File: src/design/small_set_table_top_assert.svh
// ----------------------------------------------------------------------------
// small_set_table_top_assert.svh
// Assertion macros shared by the set table RTL.
// ----------------------------------------------------------------------------
`ifndef SMALL_SET_TABLE_TOP_ASSERT_SVH
`define SMALL_SET_TABLE_TOP_ASSERT_SVH

// same-cycle implication, reset masked
`define SST_ASSERT_IMP(label, clk, rst_n, ante, cons, msg) \
    label: assert property (@(posedge clk) disable iff (!rst_n) (ante) |-> (cons)) \
        else $error(msg);

// next-cycle implication, reset masked
`define SST_ASSERT_NXT(label, clk, rst_n, ante, cons, msg) \
    label: assert property (@(posedge clk) disable iff (!rst_n) (ante) |=> (cons)) \
        else $error(msg);

`endif

File: src/design/sst_pkg.sv
// ----------------------------------------------------------------------------
// sst_pkg
// Types and operation codes of the small set table.
// ----------------------------------------------------------------------------
package sst_pkg;

    localparam int VALUE_W = 32;
    localparam int COUNT_W = 5;

    localparam logic [1:0] OP_ADD    = 2'd0;
    localparam logic [1:0] OP_DELETE = 2'd1;
    localparam logic [1:0] OP_QUERY  = 2'd2;
    localparam logic [1:0] OP_CLEAR  = 2'd3;

    typedef struct packed {
        logic [1:0]                operation;
        logic signed [VALUE_W-1:0] value;
    } t_cmd;

    typedef struct packed {
        logic               success;
        logic [COUNT_W-1:0] count;
    } t_result;

endpackage

File: src/design/sst_ram.sv
// ----------------------------------------------------------------------------
// sst_ram
// Generic single-write, single-read RAM with registered read data.
// ----------------------------------------------------------------------------
module sst_ram #(
    parameter int WIDTH = 32,
    parameter int DEPTH = 16,
    localparam int AW   = (DEPTH > 1) ? $clog2(DEPTH) : 1
) (
    input  logic             i_clk,
    input  logic             i_wr_en,
    input  logic [AW-1:0]    i_wr_addr,
    input  logic [WIDTH-1:0] i_wr_data,
    input  logic [AW-1:0]    i_rd_addr,
    output logic [WIDTH-1:0] o_rd_data
);

    logic [WIDTH-1:0] r_mem [DEPTH];
    logic [WIDTH-1:0] r_rd_data;

    always_ff @(posedge i_clk) begin
        if (i_wr_en) begin
            r_mem[i_wr_addr] <= i_wr_data;
        end
        r_rd_data <= r_mem[i_rd_addr];
    end

    assign o_rd_data = r_rd_data;

endmodule

File: src/design/small_set_table_top.sv
// ----------------------------------------------------------------------------
// small_set_table_top
// Bounded set of distinct 32-bit values kept in insertion order.
// ----------------------------------------------------------------------------
// A command is taken when start is high and busy is low; exactly one result
// word follows, shown for one cycle under o_valid, and cannot be stalled.
// Clear answers in the cycle after it is taken and never raises busy. Add and
// query scan the stored entries through the single read port of the entry
// RAM, one entry per cycle, and stop at the first hit or after the last
// stored entry. Delete scans the same way; after a hit it moves each later
// entry down one place, one per cycle. busy stays high from an accepted scan
// until the cycle before its result, so the next command can be taken in the
// result cycle.
// ----------------------------------------------------------------------------
`include "small_set_table_top_assert.svh"

module small_set_table_top #(
    parameter int CAPACITY = 16
) (
    input  logic             i_clk,
    input  logic             i_rst_n,
    input  logic             start,
    input  sst_pkg::t_cmd    i_cmd,
    output logic             busy,
    output logic             o_valid,
    output sst_pkg::t_result o_result
);

    import sst_pkg::*;

    localparam int AW = (CAPACITY > 1) ? $clog2(CAPACITY) : 1;
    localparam int CW = $clog2(CAPACITY + 1);

    localparam logic [1:0] ST_IDLE  = 2'd0;
    localparam logic [1:0] ST_SCAN  = 2'd1;
    localparam logic [1:0] ST_SHIFT = 2'd2;

    logic [1:0]         r_state, n_state;
    logic [1:0]         r_op, n_op;
    logic [VALUE_W-1:0] r_val, n_val;
    logic [CW-1:0]      r_count, n_count;
    logic [CW-1:0]      r_idx, n_idx;
    logic [AW-1:0]      r_pidx, n_pidx;
    logic               r_pend, n_pend;
    logic               r_valid, n_valid;
    t_result            r_result, n_result;

    logic               wr_en;
    logic [AW-1:0]      wr_addr;
    logic [VALUE_W-1:0] wr_data;
    logic [VALUE_W-1:0] rd_data;
    logic               accept;
    logic               hit;

    sst_ram #(
        .WIDTH (VALUE_W),
        .DEPTH (CAPACITY)
    ) u_entries (
        .i_clk     (i_clk),
        .i_wr_en   (wr_en),
        .i_wr_addr (wr_addr),
        .i_wr_data (wr_data),
        .i_rd_addr (r_idx[AW-1:0]),
        .o_rd_data (rd_data)
    );

    assign accept = start && (r_state == ST_IDLE);
    assign hit    = r_pend && (rd_data == r_val);

    always_comb begin
        n_state  = r_state;
        n_op     = r_op;
        n_val    = r_val;
        n_count  = r_count;
        n_idx    = r_idx;
        n_pidx   = r_pidx;
        n_pend   = 1'b0;
        n_valid  = 1'b0;
        n_result = r_result;
        wr_en    = 1'b0;
        wr_addr  = r_pidx;
        wr_data  = rd_data;

        unique case (r_state)
            ST_IDLE: begin
                if (accept) begin
                    n_op  = i_cmd.operation;
                    n_val = i_cmd.value;
                    n_idx = '0;
                    if (i_cmd.operation == OP_CLEAR) begin
                        n_count          = '0;
                        n_valid          = 1'b1;
                        n_result.success = 1'b1;
                        n_result.count   = '0;
                    end else begin
                        n_state = ST_SCAN;
                    end
                end
            end
            ST_SCAN: begin
                if (hit) begin
                    if (r_op == OP_DELETE) begin
                        // close the gap starting just past the match
                        n_idx   = CW'(r_pidx) + CW'(1);
                        n_state = ST_SHIFT;
                    end else begin
                        n_valid          = 1'b1;
                        n_result.success = (r_op == OP_QUERY);
                        n_result.count   = COUNT_W'(r_count);
                        n_state          = ST_IDLE;
                    end
                end else if (r_idx == r_count) begin
                    // miss: append on add if room remains
                    n_valid          = 1'b1;
                    n_result.success = 1'b0;
                    if ((r_op == OP_ADD) && (r_count < CW'(CAPACITY))) begin
                        wr_en            = 1'b1;
                        wr_addr          = r_count[AW-1:0];
                        wr_data          = r_val;
                        n_count          = r_count + CW'(1);
                        n_result.success = 1'b1;
                    end
                    n_result.count = COUNT_W'(n_count);
                    n_state        = ST_IDLE;
                end else begin
                    n_pend = 1'b1;
                    n_pidx = r_idx[AW-1:0];
                    n_idx  = r_idx + CW'(1);
                end
            end
            ST_SHIFT: begin
                wr_en = r_pend;
                if (r_idx < r_count) begin
                    n_pend = 1'b1;
                    n_pidx = AW'(r_idx - CW'(1));
                    n_idx  = r_idx + CW'(1);
                end else begin
                    n_count          = r_count - CW'(1);
                    n_valid          = 1'b1;
                    n_result.success = 1'b1;
                    n_result.count   = COUNT_W'(n_count);
                    n_state          = ST_IDLE;
                end
            end
            default: begin
                n_state = ST_IDLE;
            end
        endcase
    end

    always_ff @(posedge i_clk) begin
        if (!i_rst_n) begin
            r_state <= ST_IDLE;
            r_count <= '0;
            r_pend  <= 1'b0;
            r_valid <= 1'b0;
        end else begin
            r_state <= n_state;
            r_count <= n_count;
            r_pend  <= n_pend;
            r_valid <= n_valid;
        end
    end

    always_ff @(posedge i_clk) begin
        r_op     <= n_op;
        r_val    <= n_val;
        r_idx    <= n_idx;
        r_pidx   <= n_pidx;
        r_result <= n_result;
    end

    assign busy     = (r_state != ST_IDLE);
    assign o_valid  = r_valid;
    assign o_result = r_result;

    `SST_ASSERT_NXT(a_progress, i_clk, i_rst_n, accept, busy || o_valid, "command stalled")
    `SST_ASSERT_IMP(a_shift_op, i_clk, i_rst_n,
        r_state == ST_SHIFT, r_op == OP_DELETE, "shift outside delete")
    `SST_ASSERT_IMP(a_count_max, i_clk, i_rst_n,
        1'b1, r_count <= CW'(CAPACITY), "count over capacity")
    `SST_ASSERT_IMP(a_wr_busy, i_clk, i_rst_n, wr_en, r_state != ST_IDLE, "entry write while idle")
    `SST_ASSERT_IMP(a_scan_bound, i_clk, i_rst_n,
        r_state == ST_SCAN, r_idx <= r_count, "scan past count")

endmodule
File: config.mk
export PLATFORM = sky130hd
export DESIGN_NAME = small_set_table_top
export DESIGN_NICKNAME = d
export VERILOG_FILES = /design/src/design/sst_pkg.sv /design/src/design/sst_ram.sv /design/src/design/small_set_table_top.sv
export VERILOG_INCLUDE_DIRS = /design/src /design/src/design
export SDC_FILE = /design/constraint.sdc
export NUM_CORES = 1
export LEC_CHECK = 0
export ABC_AREA = 1
export BUFFER_PORTS_ARGS = -buffer_cell sky130_fd_sc_hd__buf_4
export CAP_MARGIN = 20
export CORE_MARGIN = 3
export CORE_UTILIZATION = 50
export DETAILED_ROUTE_END_ITERATION = 12
export MAX_ROUTING_LAYER = met4
export PLACE_DENSITY = 0.77
export SLEW_MARGIN = 40
export SYNTH_ARGS = -nofsm -noshare
export SYNTH_HDL_FRONTEND = slang
export SYNTH_SLANG_ARGS = --single-unit
File: constraint.sdc
create_clock -name i_clk -period 3.9 [get_ports i_clk]
set_input_delay 0.585 -clock i_clk [delete_from_list [all_inputs] [get_ports i_clk]]
set_output_delay 0.585 -clock i_clk [all_outputs]
set_load 0.01 [all_outputs]
Word-level counts from Yosys, hierarchy flattened:

Memory sizes are Yosys's and may differ from the RTL's. A register that Yosys moved wholly into a read port is not among the register bits.
Cells that the tools add are included.

* add/subtract/negate cells: 5
* $mul: 0
* divide/modulo/power cells: 0
* $lt $le $gt $ge: 2
* eq/ne operators: 19
* shifts and indexed selects: 0
* multiplexer cells: 56
* bitwise operators: 0
* reduce and logical (&&, ||, !) cells: 14

Operators by type and width (number)
* 2-to-1 mux 32 bit: 4
* 2-to-1 mux 5 bit: 11
* 2-to-1 mux 6 bit: 6
* == test 32 bit: 1
* case mux 5 bit (3 select lines): 2
* 2-to-1 mux 4 bit: 7
* case mux 6 bit (3 select lines): 1
* 2-to-1 mux 1 bit: 14
* != test 2 bit (second input constant): 7
* 2-to-1 mux 2 bit: 6
* != test 3 bit (second input constant): 4
* AND reduction 6 bit: 2
* adder 5 x 1 -> 5 bit (second input constant): 2
* case mux 4 bit (2 select lines): 1
* AND reduction 4 bit: 2
* == test 2 bit (second input constant): 3
* case mux 2 bit (3 select lines): 1
* adder 4 x 1 -> 5 bit (second input constant): 1
* == test 5 bit: 1
* less-than comparator 5 bit: 1
* less-than comparator 5 bit (second input constant): 1
* AND reduction 5 bit: 1
* subtractor 5 x 1 -> 5 bit (second input constant): 1
* == test 2 x 1 -> 1 bit (second input constant): 2
* 9 further kinds: 14

* register bits after elaboration: 58
* latch bits: 0
* RAM bits: 512
* ROM bits: 0
* logic and storage cells: 107
* memories: 1

Memory list
* u_entries.r_mem: depth 16, width 32, read ports 1, clocked after memory_dff 1, wr ports 1, RTL line sst_ram.sv:18 `logic [WIDTH-1:0] r_mem [DEPTH];`

Logic depth before layout (Yosys ltp):

* depth in word-level cells: 8
* gate-level depth with buffers: 15
* gate-level depth less buffers: 15

By module:

From an unflattened synthesis, not the netlist that was laid out.

* cell total of the unflattened synthesis: 2644
* area total of the unflattened synthesis: 26621.8 um2

By module, submodules not included
* sst_ram: times used 1, cells each 2120, area each 22730.6 um2, sequential area each 16015.4 um2
* small_set_table_top: times used 1, cells each 524, area each 3891.2 um2, sequential area each 1651.6 um2

Worst setup path after synthesis:

No wires, ideal clock.

* kind: register to register
* start point: register r_idx[0]
* end point: memory u_entries.r_mem[11][0], enable pin
* arrival time: 3.447 ns
* setup slack: 0.032 ns
* stages on the path, launching flop included: 12
* buffers on the path: 3
* clock period less this slack: 3.868 ns
* cells stage by stage: edfxtp_1 > clkinv_1 > buf_2 > clkbuf_1 > ha_1 > nand2_1 > nor2_4 > nand3_4 > buf_8 > o21ai_1 > nand2_2 > nor2_1

* longest elaborated chain between the ends: 6
* elaborated cells between the ends (all ways): 9

Ends and longest elaborated chain
* start: declaration: RTL line small_set_table_top.sv:42 `logic [CW-1:0] r_idx, n_idx;`
* start signal: assignment: RTL line small_set_table_top.sv:168 `r_idx <= n_idx;`
* == test 5 bit (*): RTL line small_set_table_top.sv:112 `end else if (r_idx == r_count) begin`
* 2-to-1 mux 1 bit: RTL line small_set_table_top.sv:112
* 2-to-1 mux 1 bit: RTL line small_set_table_top.sv:101 `if (hit) begin`
* case mux 1 bit (2 select lines): RTL line small_set_table_top.sv:84 `unique case (r_state)`
* 2-to-1 mux 1 bit: RTL line sst_ram.sv:22 `if (i_wr_en) begin`
* 2-to-1 mux 1 bit (implied by the code): RTL line sst_ram.sv:23 `r_mem[i_wr_addr] <= i_wr_data;`
* end: declaration: RTL line sst_ram.sv:18

Every way passes the cells marked *; elsewhere a longest branch is shown, timed or not.

Worst setup path in the final report:

* start point: register r_count[3]
* end point: memory u_entries.r_mem[1][10], enable pin

* longest elaborated chain between the ends: 8
* elaborated cells between the ends (all ways): 13

Ends and longest elaborated chain
* start: declaration: RTL line small_set_table_top.sv:41 `logic [CW-1:0] r_count, n_count;`
* start signal: assignment: RTL line small_set_table_top.sv:159 `r_count <= n_count;`
* less-than comparator 5 bit: RTL line small_set_table_top.sv:116 `if ((r_op == OP_ADD) && (r_count < CW'(CAPACITY))) begin`
* logical AND 1 bit: RTL line small_set_table_top.sv:116
* 2-to-1 mux 1 bit: RTL line small_set_table_top.sv:116
* 2-to-1 mux 1 bit: RTL line small_set_table_top.sv:112
* 2-to-1 mux 1 bit: RTL line small_set_table_top.sv:101
* case mux 1 bit (2 select lines): RTL line small_set_table_top.sv:84
* 2-to-1 mux 1 bit: RTL line sst_ram.sv:22
* 2-to-1 mux 1 bit (implied by the code): RTL line sst_ram.sv:23

Parallel ways exist; a longest one is shown, timed or not.

==> impl_metrics.csv <==
group,metric,value,unit
place,gp_congestion,0.8945,
route,first_pass_iters,6,
global_route,grt_pass1_vias,16040,
setup_path,ff2ff_setup_slack,570,ps
route,detail_route.iter0.violations,2564,
global_route,track_usage,24.94,%
clock_network,cts.clk_slew.worst_paths,60,ps
yosys,synth_edf_count,561,
timing,fin_tns_setup,0,ps
power,ir_drop,0.4136,mV
die,dieArea,51370,sq um
setup_path,critical_path_class,"reg -> reg",
setup_path,start_kind,"flop",
yosys,ys_top_cells_by_area,"edfxtp_1, nand2_1, o21ai_0",
yosys,async_flop_share,0,%
place,place_area,25920,sq um
timing,slew_headroom,45.47,%
clock_network,clock-root-buffer,"clkbuf_16",
clock_network,cts_hold_buf,0,
power,p_leak,9.898,nW
clock_network,postCtsSetupBuffers,0,
setup_path,required,4200,ps
timing,worst_slack,567.0,ps
place,placed_cells,2626,
timing,hold_violations,0,
yosys,seq_area_frac_synth,72.57,%
route,route.detailed.drc,0,
place,io_buffers,44,
setup_path,cp-end-kind,"flop",
yosys,syn_inst,2008,
yosys,synthDistinctLibCells,41,
global_route,antenna_found_initial,0,
run_status,status,"complete, no violations",
clock_network,numClockSinks,602,
route,via_count,16660,
global_route,grt.overflow.total,0,
timing,worst_slew_pin_slew,818.0,ps
layout,num_antenna_cells,0,
yosys,synth_nets,2060,
yosys,yosysWarnings,0,
clock_network,cts_max_level,2,
timing,timing.final.crit_period,3333,ps
layout,final_common_cell,"edfxtp_1",
layout,final_cell_mix,"edfxtp_1, nand2_1, o21ai_0, nor2_1, a21oi_1",
layout,final_layout_size_suffix_gt1_share,12.09,%
global_route,grt_max_degree,140,
timing,rsz0062_at_grt,"no",
layout,stdcell_count,2733,
layout,layout.nets,2122,
clock_network,cts_buffer_depth,3,
route,wl_per_cell,22.90,microns
clock_network,clkLatencyLatePin,630,ps
die,initial_utilization,50.78,%
setup_path,arrival,3630,ps
yosys,synth_area,24350,sq um
timing,fmax,300.0,MHz
route,routed_wl,62.59,mm
yosys,synth_ff_type,"edfxtp_1",
layout,regArea,17670,sq um
clock_network,cts_tree,"done",
die,die_h,226.7,microns
layout,fin_area,27950,sq um
timing,setup_violations,0,
timing,finalCritPeriodShare,85.46,%
clock_network,numCtsBuffers,57,
job,cap_violations,0,
die,die_w,226.7,microns
yosys,ys_ff_latch,602,
yosys,synth_area_per_cell,12.12,sq um
route,routed_via_density,6.094,
worst_hold_path,min-delay-path-class,"in -> reg",
timing,finClkSkew,32.62,ps
place,dp_hpwl,32.90,mm
layout,multi_input_area,5964,sq um
global_route,grt_pass1_wl,93.10,mm
die,row_count,80,
layout,fillers,3529,
power,cellPowerDensity,765.9,nW/um^2
yosys,yosysTopAreaCellShare,69.20,%
yosys,yosysTopAreaCell,"edfxtp_1",
route,ant_nets,0,
die,core_area,47950,sq um
die,ioPinCount,45,
clock_network,ctsResizeCount,0,
layout,layout-area-overhead-vs-synth,14.81,%
timing,finalMaxSlewViolations,0,
place,place_ws,658.4,ps
setup_path,cp_max_fo,35,
## final cells by class
type | instances | area share (%)
Clock inverter | 41 | 1.893
Tap cell | 615 | 2.753
Sequential cell | 602 | 63.20
Timing Repair Buffer | 110 | 3.988
Multi-Input combinational cell | 1190 | 21.34
Inverter | 109 | 1.491
Clock buffer | 66 | 5.331
## state kept, by name, indices dropped and copies added (netlist names), 2 cells and up
name and cells:
r_pidx 4, r_op 2, r_count 5, u_entries.o_rd_data 32, r_state 2, o_result 6
r_val 32, u_entries.r_mem 512, r_idx 5
## Yosys cell counts, drive strengths merged (2+ instances only)
| master | number |
|---|---|
| a21oi | 99 |
| nand2 | 398 |
| dfxtp | 41 |
| nand4 | 38 |
| inv | 102 |
| clkbuf | 76 |
| nor2 | 206 |
| buf | 31 |
| clkinv | 7 |
| nand3 | 76 |
| nand3b | 2 |
| o31ai | 2 |
| a211oi | 2 |
| or2 | 2 |
| xnor2 | 2 |
| a221oi | 37 |
| xor2 | 8 |
| o21ai | 224 |
| ha | 15 |
| edfxtp | 561 |
| o22ai | 40 |
| nor3 | 7 |
| o221ai | 27 |
## metal layers
| layer | vias to the layer above | GRT usage [%] | part of all wire (%) |
|---|---|---|---|
| li1 | 7361 | - | - |
| met1 | 8068 | 33.75 | 38 |
| met2 | 1052 | 37.98 | 47 |
| met3 | 175 | 4.130 | 11 |
| met4 | 0 | 10.27 | 3.8 |
| met5 | - | - | 0 |
## path summary, 6_finish.rpt
kind | from | end | cells after the start
min | i_cmd[21] | r_val[21] | 1
min reg2reg | r_count[4] | r_count[4] | 2
max | r_count[3] | u_entries.r_mem[1][10] | 11
max reg2reg | r_count[3] | u_entries.r_mem[1][10] | 11
## worst max-delay path, stage by stage (launching register included)
cell and delay (ps):
dfxtp_1 390, clkinv_1 230, ha_1 350, nand2_1 60
nor2_1 150, nand2_1 120, nor2_4 170, nand3_4 430
a21oi_4 360, nand3_2 250, nor2_4 180, buf_12 290
## cell families after synthesis
| family | count (synthesis) | share of synthesized area [%] |
|---|---|---|
| xor+xnor | 10 | 0.3598 |
| buf+inv | 216 | 3.500 |
| fa+ha+maj | 15 | 0.7709 |
| flops | 602 | 72.57 |
| simple gates | 731 | 12.54 |
| compound gates | 434 | 10.26 |
## power by group
| part | internal [W] | total, W | switching, W |
|---|---|---|---|
| Sequential | 0.00841 | 0.00878 | 0.000369 |
| Combinational | 0.00191 | 0.00676 | 0.00485 |
| Clock | 0.00343 | 0.00587 | 0.00244 |
## per-stage QoR
step	utilization [%]	hold WS, ps	total power, W
floorplan	-	466.2	0.01299
global placement	53.87	476.3	0.01508
detailed placement	54.06	490.2	0.01545
CTS	58.27	100.5	0.02131
global route	58.30	111.6	0.02239
finish	58.30	130.4	0.02141
Note: power is estimated with default switching activity, not from simulation.
